$ cat src/rtl/softmax_weighted_pool_2x2_macros.svh
`ifndef SOFTMAX_WEIGHTED_POOL_2X2_MACROS_SVH
`define SOFTMAX_WEIGHTED_POOL_2X2_MACROS_SVH

// same-cycle implication, sampled on clk, off during reset
`define SWP_ASSERT_IMPL(lbl, ante, cons, msg) \
    lbl: assert property (@(posedge clk) disable iff (!rst_n) (ante) |-> (cons)) \
        else $error(msg);

// next-cycle implication, sampled on clk, off during reset
`define SWP_ASSERT_NEXT(lbl, ante, cons, msg) \
    lbl: assert property (@(posedge clk) disable iff (!rst_n) (ante) |=> (cons)) \
        else $error(msg);

`endif

$ cat src/rtl/swp_pkg.sv
package swp_pkg;

    localparam int DEF_MAX_WIDTH  = 1024;
    localparam int DEF_MAX_HEIGHT = 4096;

    localparam int SAMPLE_W   = 16;
    localparam int FW_W       = 11;
    localparam int FH_W       = 13;
    localparam int CFG_DATA_W = 13;
    localparam int CFG_IDX_W  = 1;
    localparam int WSUM_W     = 50;
    localparam int WTSUM_W    = 34;
    localparam int WGT_W      = 32;
    localparam int OP_W       = 64;
    localparam int SER_TERMS  = 20;

    localparam logic [CFG_IDX_W-1:0] REG_FRAME_WIDTH  = 1'b0;
    localparam logic [CFG_IDX_W-1:0] REG_FRAME_HEIGHT = 1'b1;

    localparam logic [OP_W-1:0] Q48_ONE = 64'h0001_0000_0000_0000;

    typedef enum logic [3:0] {
        S_IDLE,
        S_SER_MUL,
        S_SER_DIV,
        S_POW_MUL,
        S_WGT,
        S_WGT_DIV,
        S_WX_MUL,
        S_UPD,
        S_Q_DIV,
        S_EMIT
    } state_t;

    typedef enum logic {
        OP_MUL,
        OP_DIV
    } alu_op_t;

    // a is the multiplicand or the divisor, b the multiplier or the dividend
    typedef struct packed {
        logic            start;
        alu_op_t         op;
        logic [OP_W-1:0] a;
        logic [OP_W-1:0] b;
    } alu_req_t;

    typedef struct packed {
        logic              busy;
        logic              done;
        logic [2*OP_W-1:0] result;
    } alu_rsp_t;

endpackage

$ cat src/rtl/swp_alu.sv
module swp_alu
    import swp_pkg::*;
(
    input  logic     clk,
    input  logic     rst_n,
    input  alu_req_t req,
    output alu_rsp_t rsp
);

    localparam int CNT_W = $clog2(OP_W);

    logic              busy_reg, busy_next;
    logic              done_reg, done_next;
    alu_op_t           op_reg, op_next;
    logic [CNT_W-1:0]  cnt_reg, cnt_next;
    logic [2*OP_W-1:0] acc_reg, acc_next;
    logic [OP_W-1:0]   a_reg, a_next;
    logic [OP_W-1:0]   b_reg, b_next;

    logic [OP_W:0]     trial;
    logic [OP_W:0]     diff;
    logic              ge;

    always_comb
    begin
        trial = {acc_reg[OP_W-1:0], b_reg[OP_W-1]};
        diff  = trial - {1'b0, a_reg};
        ge    = (trial >= {1'b0, a_reg});
    end

    always_comb
    begin
        busy_next = busy_reg;
        done_next = 1'b0;
        op_next   = op_reg;
        cnt_next  = cnt_reg;
        acc_next  = acc_reg;
        a_next    = a_reg;
        b_next    = b_reg;
        if (busy_reg)
        begin
            if (op_reg == OP_MUL)
            begin
                acc_next = {acc_reg[2*OP_W-2:0], 1'b0}
                         + (b_reg[OP_W-1] ? {{OP_W{1'b0}}, a_reg} : '0);
                b_next   = {b_reg[OP_W-2:0], 1'b0};
            end
            else
            begin
                // restoring step: remainder in acc, quotient shifts into b
                acc_next = {{(OP_W-1){1'b0}}, (ge ? diff : trial)};
                b_next   = {b_reg[OP_W-2:0], ge};
            end
            cnt_next = cnt_reg + 1'b1;
            if (cnt_reg == CNT_W'(OP_W - 1))
            begin
                busy_next = 1'b0;
                done_next = 1'b1;
            end
        end
        else if (req.start)
        begin
            busy_next = 1'b1;
            op_next   = req.op;
            cnt_next  = '0;
            acc_next  = '0;
            a_next    = req.a;
            b_next    = req.b;
        end
    end

    always_ff @(posedge clk or negedge rst_n)
    begin
        if (!rst_n)
        begin
            busy_reg <= 1'b0;
            done_reg <= 1'b0;
            op_reg   <= OP_MUL;
            cnt_reg  <= '0;
        end
        else
        begin
            busy_reg <= busy_next;
            done_reg <= done_next;
            op_reg   <= op_next;
            cnt_reg  <= cnt_next;
        end
    end

    always_ff @(posedge clk)
    begin
        acc_reg <= acc_next;
        a_reg   <= a_next;
        b_reg   <= b_next;
    end

    always_comb
    begin
        rsp.busy   = busy_reg;
        rsp.done   = done_reg;
        rsp.result = (op_reg == OP_MUL) ? acc_reg : {{OP_W{1'b0}}, b_reg};
    end

endmodule

$ cat config.mk
export PLATFORM = sky130hd
export DESIGN_NAME = swp_alu
export DESIGN_NICKNAME = d
export VERILOG_FILES = /design/src/rtl/softmax_weighted_pool_2x2_macros.svh /design/src/rtl/swp_pkg.sv /design/src/rtl/swp_alu.sv
export SDC_FILE = /design/constraint.sdc
export NUM_CORES = 1
export LEC_CHECK = 0
export ABC_AREA = 1
export BUFFER_PORTS_ARGS = -buffer_cell sky130_fd_sc_hd__buf_2
export CAP_MARGIN = 0
export CORE_AREA = 2 2 264 266
export CTS_CLUSTER_SIZE = 28
export DETAILED_ROUTE_END_ITERATION = 8
export DIE_AREA = 0 0 266 268
export PLACE_DENSITY = 0.67
export SETUP_SLACK_MARGIN = 0.4
export SYNTH_ARGS = -nofsm -noshare
export SYNTH_HDL_FRONTEND = slang
export SYNTH_SLANG_ARGS = --single-unit
$ cat constraint.sdc
create_clock -name clk -period 10.3 [get_ports clk]
set_input_delay 0 -clock clk [delete_from_list [all_inputs] [get_ports clk]]
set_output_delay 0 -clock clk [all_outputs]
set_load 0.03 [all_outputs]
Word level (Yosys, flattened, before mapping)
Index checks and enable logic that the tools add are counted.
{"block": "totals", "reg_bits": 265, "latch_bits": 0, "mem_bits_rw": 0, "mem_bits_ro": 0, "inputBits": 132, "out_inout_bits": 130, "wordCells": 31, "mem_count": 0}
{"block": "op_classes", "n_addsub": 3, "multipliers": 0, "div": 0, "order_cmp": 1, "n_eq_ne": 1, "shifts": 0, "muxes": 16, "bitwise": 1, "n_reduce_logical": 2}
{"operator": "$mux 128", "count": 4}
{"operator": "$mux 64", "count": 3}
{"operator": "$add 128x64->128", "count": 1}
{"operator": "$ge 65x64->1", "count": 1}
{"operator": "$mux 65", "count": 1}
{"operator": "$sub 65x64->65", "count": 1}
{"operator": "$mux 6", "count": 2}
{"operator": "$add 6x1->6 const B", "count": 1}
{"operator": "$eq 6x6->1 const B", "count": 1}
{"operator": "$mux 1", "count": 6}
{"operator": "$reduce_and 2->1", "count": 1}
{"operator": "$reduce_bool 2->1", "count": 1}
{"operator": "$not 1->1", "count": 1}

Longest topological paths before layout
{"block": "logic_depth", "word_depth": 4, "depth_mapped": 21, "mapped_depth_nobuf": 19}

Worst setup path before layout
OpenSTA, ideal clock, no wires.
{"block": "synth_timing", "kind": "register -> register", "startpoint": "register busy_reg", "endpoint": "register acc_reg[0], enable pin", "setup_ps": 544, "arrival_time_ps": 4295, "t_required_ps": 9756, "setup_slack_ps": 5461, "stages_incl_launch_ff": 4, "n_path_buf": 1, "synth_period_minus_slack_ps": 4839, "cell_sequence": "dfrtp_1 -> buf_2 -> nor2_1 -> inv_1"}
{"block": "synth_between", "elab_chain_cells": 1}
{"item": "start, declared", "line": "swp_alu.sv:12", "rtl": "logic busy_reg, busy_next;"}
{"item": "start signal, assigned", "line": "swp_alu.sv:83", "rtl": "busy_reg <= busy_next;"}
{"item": "$reduce_bool 2->1 (no line)"}
{"item": "end signal, assigned", "line": "swp_alu.sv:92", "rtl": "acc_reg <= acc_next;"}
{"item": "end, declared", "line": "swp_alu.sv:16", "rtl": "logic [2*OP_W-1:0] acc_reg, acc_next;"}
No other way between the ends.
A chain may end at the register's enable or synchronous reset.

Final worst setup path
{"block": "layout_timing", "startpoint": "register acc_reg[7]", "endpoint": "register acc_reg[63], data pin"}
{"block": "layout_between", "elab_chain_cells": 4, "elab_cells_between_ends": 6, "classes_between": "2 x add/sub; 1 x order compare; 3 x mux"}
{"item": "$sub 65x64->65 / $ge 65x64->1 (equally long branches)", "line": "swp_alu.sv:27, swp_alu.sv:28"}
{"item": "$mux 65", "line": "swp_alu.sv:51", "rtl": "acc_next = {{(OP_W-1){1'b0}}, (ge ? diff : trial)};"}
{"item": "$mux 128 (*)", "line": "swp_alu.sv:42", "rtl": "if (op_reg == OP_MUL)"}
{"item": "$mux 128 (*)", "line": "swp_alu.sv:40", "rtl": "if (busy_reg)"}
Every way passes the cells marked *; elsewhere a longest branch is shown, timed or not.

==> flow_metrics.py <==
metrics = {
    "floorplan": {
        "fp.dieW_um": 266,
        "start_util_pct": 39.7,
        "die-height_um": 268,
        "coreArea_sq_mm": 0.0682,
        "io_pins": 262,
        "fp-row-count": 96,
        "dieArea_sq_mm": 0.0713,
    },
    "synth": {
        "synth-seq-area-share_pct": 29.2,
        "syn-cell-area_sq_mm": 0.0271,
        "avgSynthCellArea_sq_um": 5.93,
        "syn_inst": 4566,
        "yosysUniqueCellTypes": 43,
        "ys.warnings.count": 0,
        "yosys_register_bits": 265,
        "synth_nets": 4829,
    },
    "routing": {
        "vias": 31300,
        "postRouteAntennaNets": 0,
        "vias_per_cell": 5.36,
        "post_drt_wl_per_cell_um": 21.7,
        "wirelength_um": 127000,
        "post-route-drc-count": 0,
        "drt_iter0_markers": 3871,
        "dr.pass1.iters": 6,
    },
    "final_layout": {
        "largest_register_ff_count": 128,
        "drive_gt1_share_pct": 7.94,
        "stdcell_area_sq_mm": 0.0317,
        "nFillCells": 7387,
        "area_delta_synth_final_pct": 17.2,
        "antennaDiodeCount": 0,
        "nNetsFinal": 5186,
    },
    "clock_tree": {
        "clk_root_buffer_cell": "clkbuf_16",
        "cts_tree": "built",
        "clk_pin_slew_ns": 0.07,
        "cts_buffer_depth": 3,
        "cts_resized": 0,
        "clk_latency_ns": 0.60,
        "post_cts_buffers": 0,
        "cts.sink_count": 265,
        "numCtsBuffers": 37,
        "cts.htree.levels": 2,
    },
    "timing": {
        "fin_skew_ns": 0.0326,
        "whs_ns": 0.118,
        "max_freq_mhz": 225,
        "period_needed_ns": 4.45,
        "finalHoldViolCount": 0,
        "drv_slew": 0,
        "max-slew-margin-rel_pct": 25.4,
        "rsz0062_at_grt": "false",
        "finalWorstSetupSlack_ns": 5.85,
        "worst_pin_slew_ns": 1.11,
        "final.setup.tns_ns": 0,
        "finalCritPeriodShare_pct": 43.2,
        "finalSetupViolCount": 0,
    },
    "power_and_ir_drop": {
        "clock_power_share_pct": 13.1,
        "comb_power_share_pct": 65.8,
        "p_switching_uw": 5720,
        "p_per_area_mw_per_mm2": 315,
        "intPower_uw": 4280,
        "sw_frac_of_total_pct": 57.2,
        "power_leakage_uw": 0.0169,
        "power_frac_seq_pct": 21.1,
        "irDropWorstVdd_mv": 0.216,
    },
    "place": {
        "place_congestion": 1.07,
        "dpl.hpwl_um": 102000,
        "port_buffers": 261,
        "pre_cts_ws_ns": 5.99,
        "dpl_cell_area_sq_mm": 0.0292,
    },
    "run_status": {
        "status": "finished clean",
    },
    "setup_path": {
        "path_class": "reg2reg",
        "setup.worst_path.start_class": "register",
        "worstPathArrival_ns": 4.77,
        "critical_path_required_ns": 10.62,
        "cp-end-kind": "register",
        "crit_path_max_fanout": 66,
    },
    "grt": {
        "grt_pass1_vias": 29500,
        "grt.overflow.total": 0,
        "grt_max_degree": 96,
        "gr-usage-all-layers_pct": 34.9,
        "grt_pass1_wl_um": 185000,
        "antenna_found_initial": 1,
    },
    "min_path": {
        "min_path_type": "in2reg",
    },
    "flow_run": {
        "max_cap_viol_count": 0,
    },
}
-- power by group through the flow --
stage                     clock network [uW]  logic, uW  registers (uW)
after floorplan                            0       4300            1900
after global placement                     0       6330            2100
after detailed placement                   0       6340            2110
after CTS                               1320       6410            2090
after global routing                    1360       7170            2130
final                                   1310       6580            2110
-- path summary, 6_finish.rpt --
check	startpoint	end	slack [ns]	cells after the start
min	req[64]	a_reg[0]	0.12	2
min in group asynchronous	rst_n	op_reg	0.42	3
max in group asynchronous	rst_n	op_reg	9.54	3
max reg2reg	acc_reg[7]	acc_reg[63]	5.85	17
max	acc_reg[7]	acc_reg[63]	5.85	17
min reg2reg	cnt_reg[5]	cnt_reg[5]	0.49	1
-- timing repair --
action | in CTS | in global routing
setup endpoints to repair | 0 | 0
hold buffers | 132 | 0
hold endpoints to repair | 144 | 0
-- kinds of logic after synthesis --
kind of cell	Yosys count	share of synthesized area (%)
AOI/OAI and AO/OA	397	7.69
xor gates and xnor gates	35	1.13
adders and majority gates	131	6.11
buffers and inverters	917	13.0
DFF	265	29.2
and+or+nand+nor	2821	42.8
-- final cells by class --
type | count | area [sq um] | area share (%)
Clock buffer | 42 | 945 | 2.98
Clock inverter | 24 | 230 | 0.726
Tap cell | 882 | 1100 | 3.48
Inverter | 826 | 3110 | 9.80
Sequential cell | 265 | 7920 | 25.0
Timing Repair Buffer | 409 | 2750 | 8.66
Multi-Input combinational cell | 3384 | 15700 | 49.4
-- layer usage --
layer / global-route usage [%] / up-vias / part of all wire, %
met5: 0 / - / 0
met2: 57.3 / 1463 / 45
li1: - / 15000 / -
met4: 13.4 / 0 / 4.2
met1: 46.3 / 14500 / 42
met3: 5.33 / 272 / 8.7
-- worst max-delay path, stage by stage (launching register included) --
cell	delay [ns]
edfxtp_1	0.45
ha_1	0.38
nand2_1	0.15
inv_1	0.05
nand2_1	0.06
nand2_1	0.08
inv_2	0.06
nand3_2	0.15
nand2_1	0.12
nand2_2	0.10
nand2_1	0.09
nand2_2	0.08
nand2_4	0.65
nand3_4	1.00
nand2_2	0.50
nand2_1	0.10
nand2_1	0.07
nand2_1	0.06
-- layout by cell type, fill, tap and decap left out, types with 6 or more instances in the layout --
| cell type | synthesis | routed |
|---|---|---|
| buf_4 | 4 | 16 |
| o21bai_1 | 30 | 30 |
| edfxtp_1 | 256 | 256 |
| nand2_1 | 1795 | 1795 |
| o21ai_0 | 156 | 156 |
| or2_2 | 19 | 19 |
| clkinv_1 | 1 | 6 |
| nor4_1 | 7 | 7 |
| clkinv_2 | 0 | 7 |
| nor2_2 | 8 | 8 |
| xnor2_1 | 34 | 34 |
| nand3b_1 | 26 | 26 |
| ha_1 | 129 | 129 |
| buf_2 | 12 | 261 |
| nor2_1 | 485 | 484 |
| nand4_1 | 111 | 111 |
| clkinvlp_4 | 0 | 6 |
| inv_2 | 10 | 12 |
| dfrtp_1 | 9 | 7 |
| inv_1 | 815 | 811 |
| clkbuf_16 | 0 | 37 |
| nor3_1 | 57 | 57 |
| nand3_1 | 289 | 289 |
| a21oi_1 | 201 | 201 |
| dlygate4sd3_1 | 0 | 132 |
-- cell usage after synthesis (all sizes together) --
| cell | count | area [sq um] |
|---|---|---|
| a21o | 2 | 15.0 |
| a21oi | 202 | 1010 |
| a22o | 1 | 8.76 |
| a22oi | 1 | 7.51 |
| a31oi | 1 | 6.26 |
| and2 | 1 | 6.26 |
| and3 | 4 | 25.0 |
| buf | 32 | 203 |
| clkbuf | 59 | 221 |
| clkinv | 1 | 3.75 |
| dfrtp | 9 | 225 |
| edfxtp | 256 | 7690 |
| fa | 2 | 40.0 |
| ha | 129 | 1610 |
| inv | 825 | 3100 |
| nand2 | 1801 | 6780 |
| nand3 | 292 | 1480 |
| nand3b | 26 | 195 |
| nand4 | 112 | 716 |
| nor2 | 494 | 1880 |
| nor3 | 61 | 325 |
| nor3b | 1 | 7.51 |
| nor4 | 7 | 43.8 |
| nor4b | 2 | 17.5 |
| o21a | 1 | 7.51 |
| o21ai | 159 | 796 |
| o21bai | 30 | 225 |
| or2 | 20 | 125 |
| xnor2 | 34 | 298 |
| xor2 | 1 | 8.76 |
-- stage by stage --
| stage | util, % | power, uW | instances |
|---|---|---|---|
| final | 46.5 | 10000 | 5832 |
| after global routing | 46.5 | 10700 | 5832 |
| after CTS | 46.5 | 9820 | 5832 |
| after detailed placement | 42.8 | 8450 | 5634 |
| after global placement | 42.8 | 8430 | 5634 |
| after floorplan | - | 6200 | 4566 |
(Power assumes the default switching activity.)
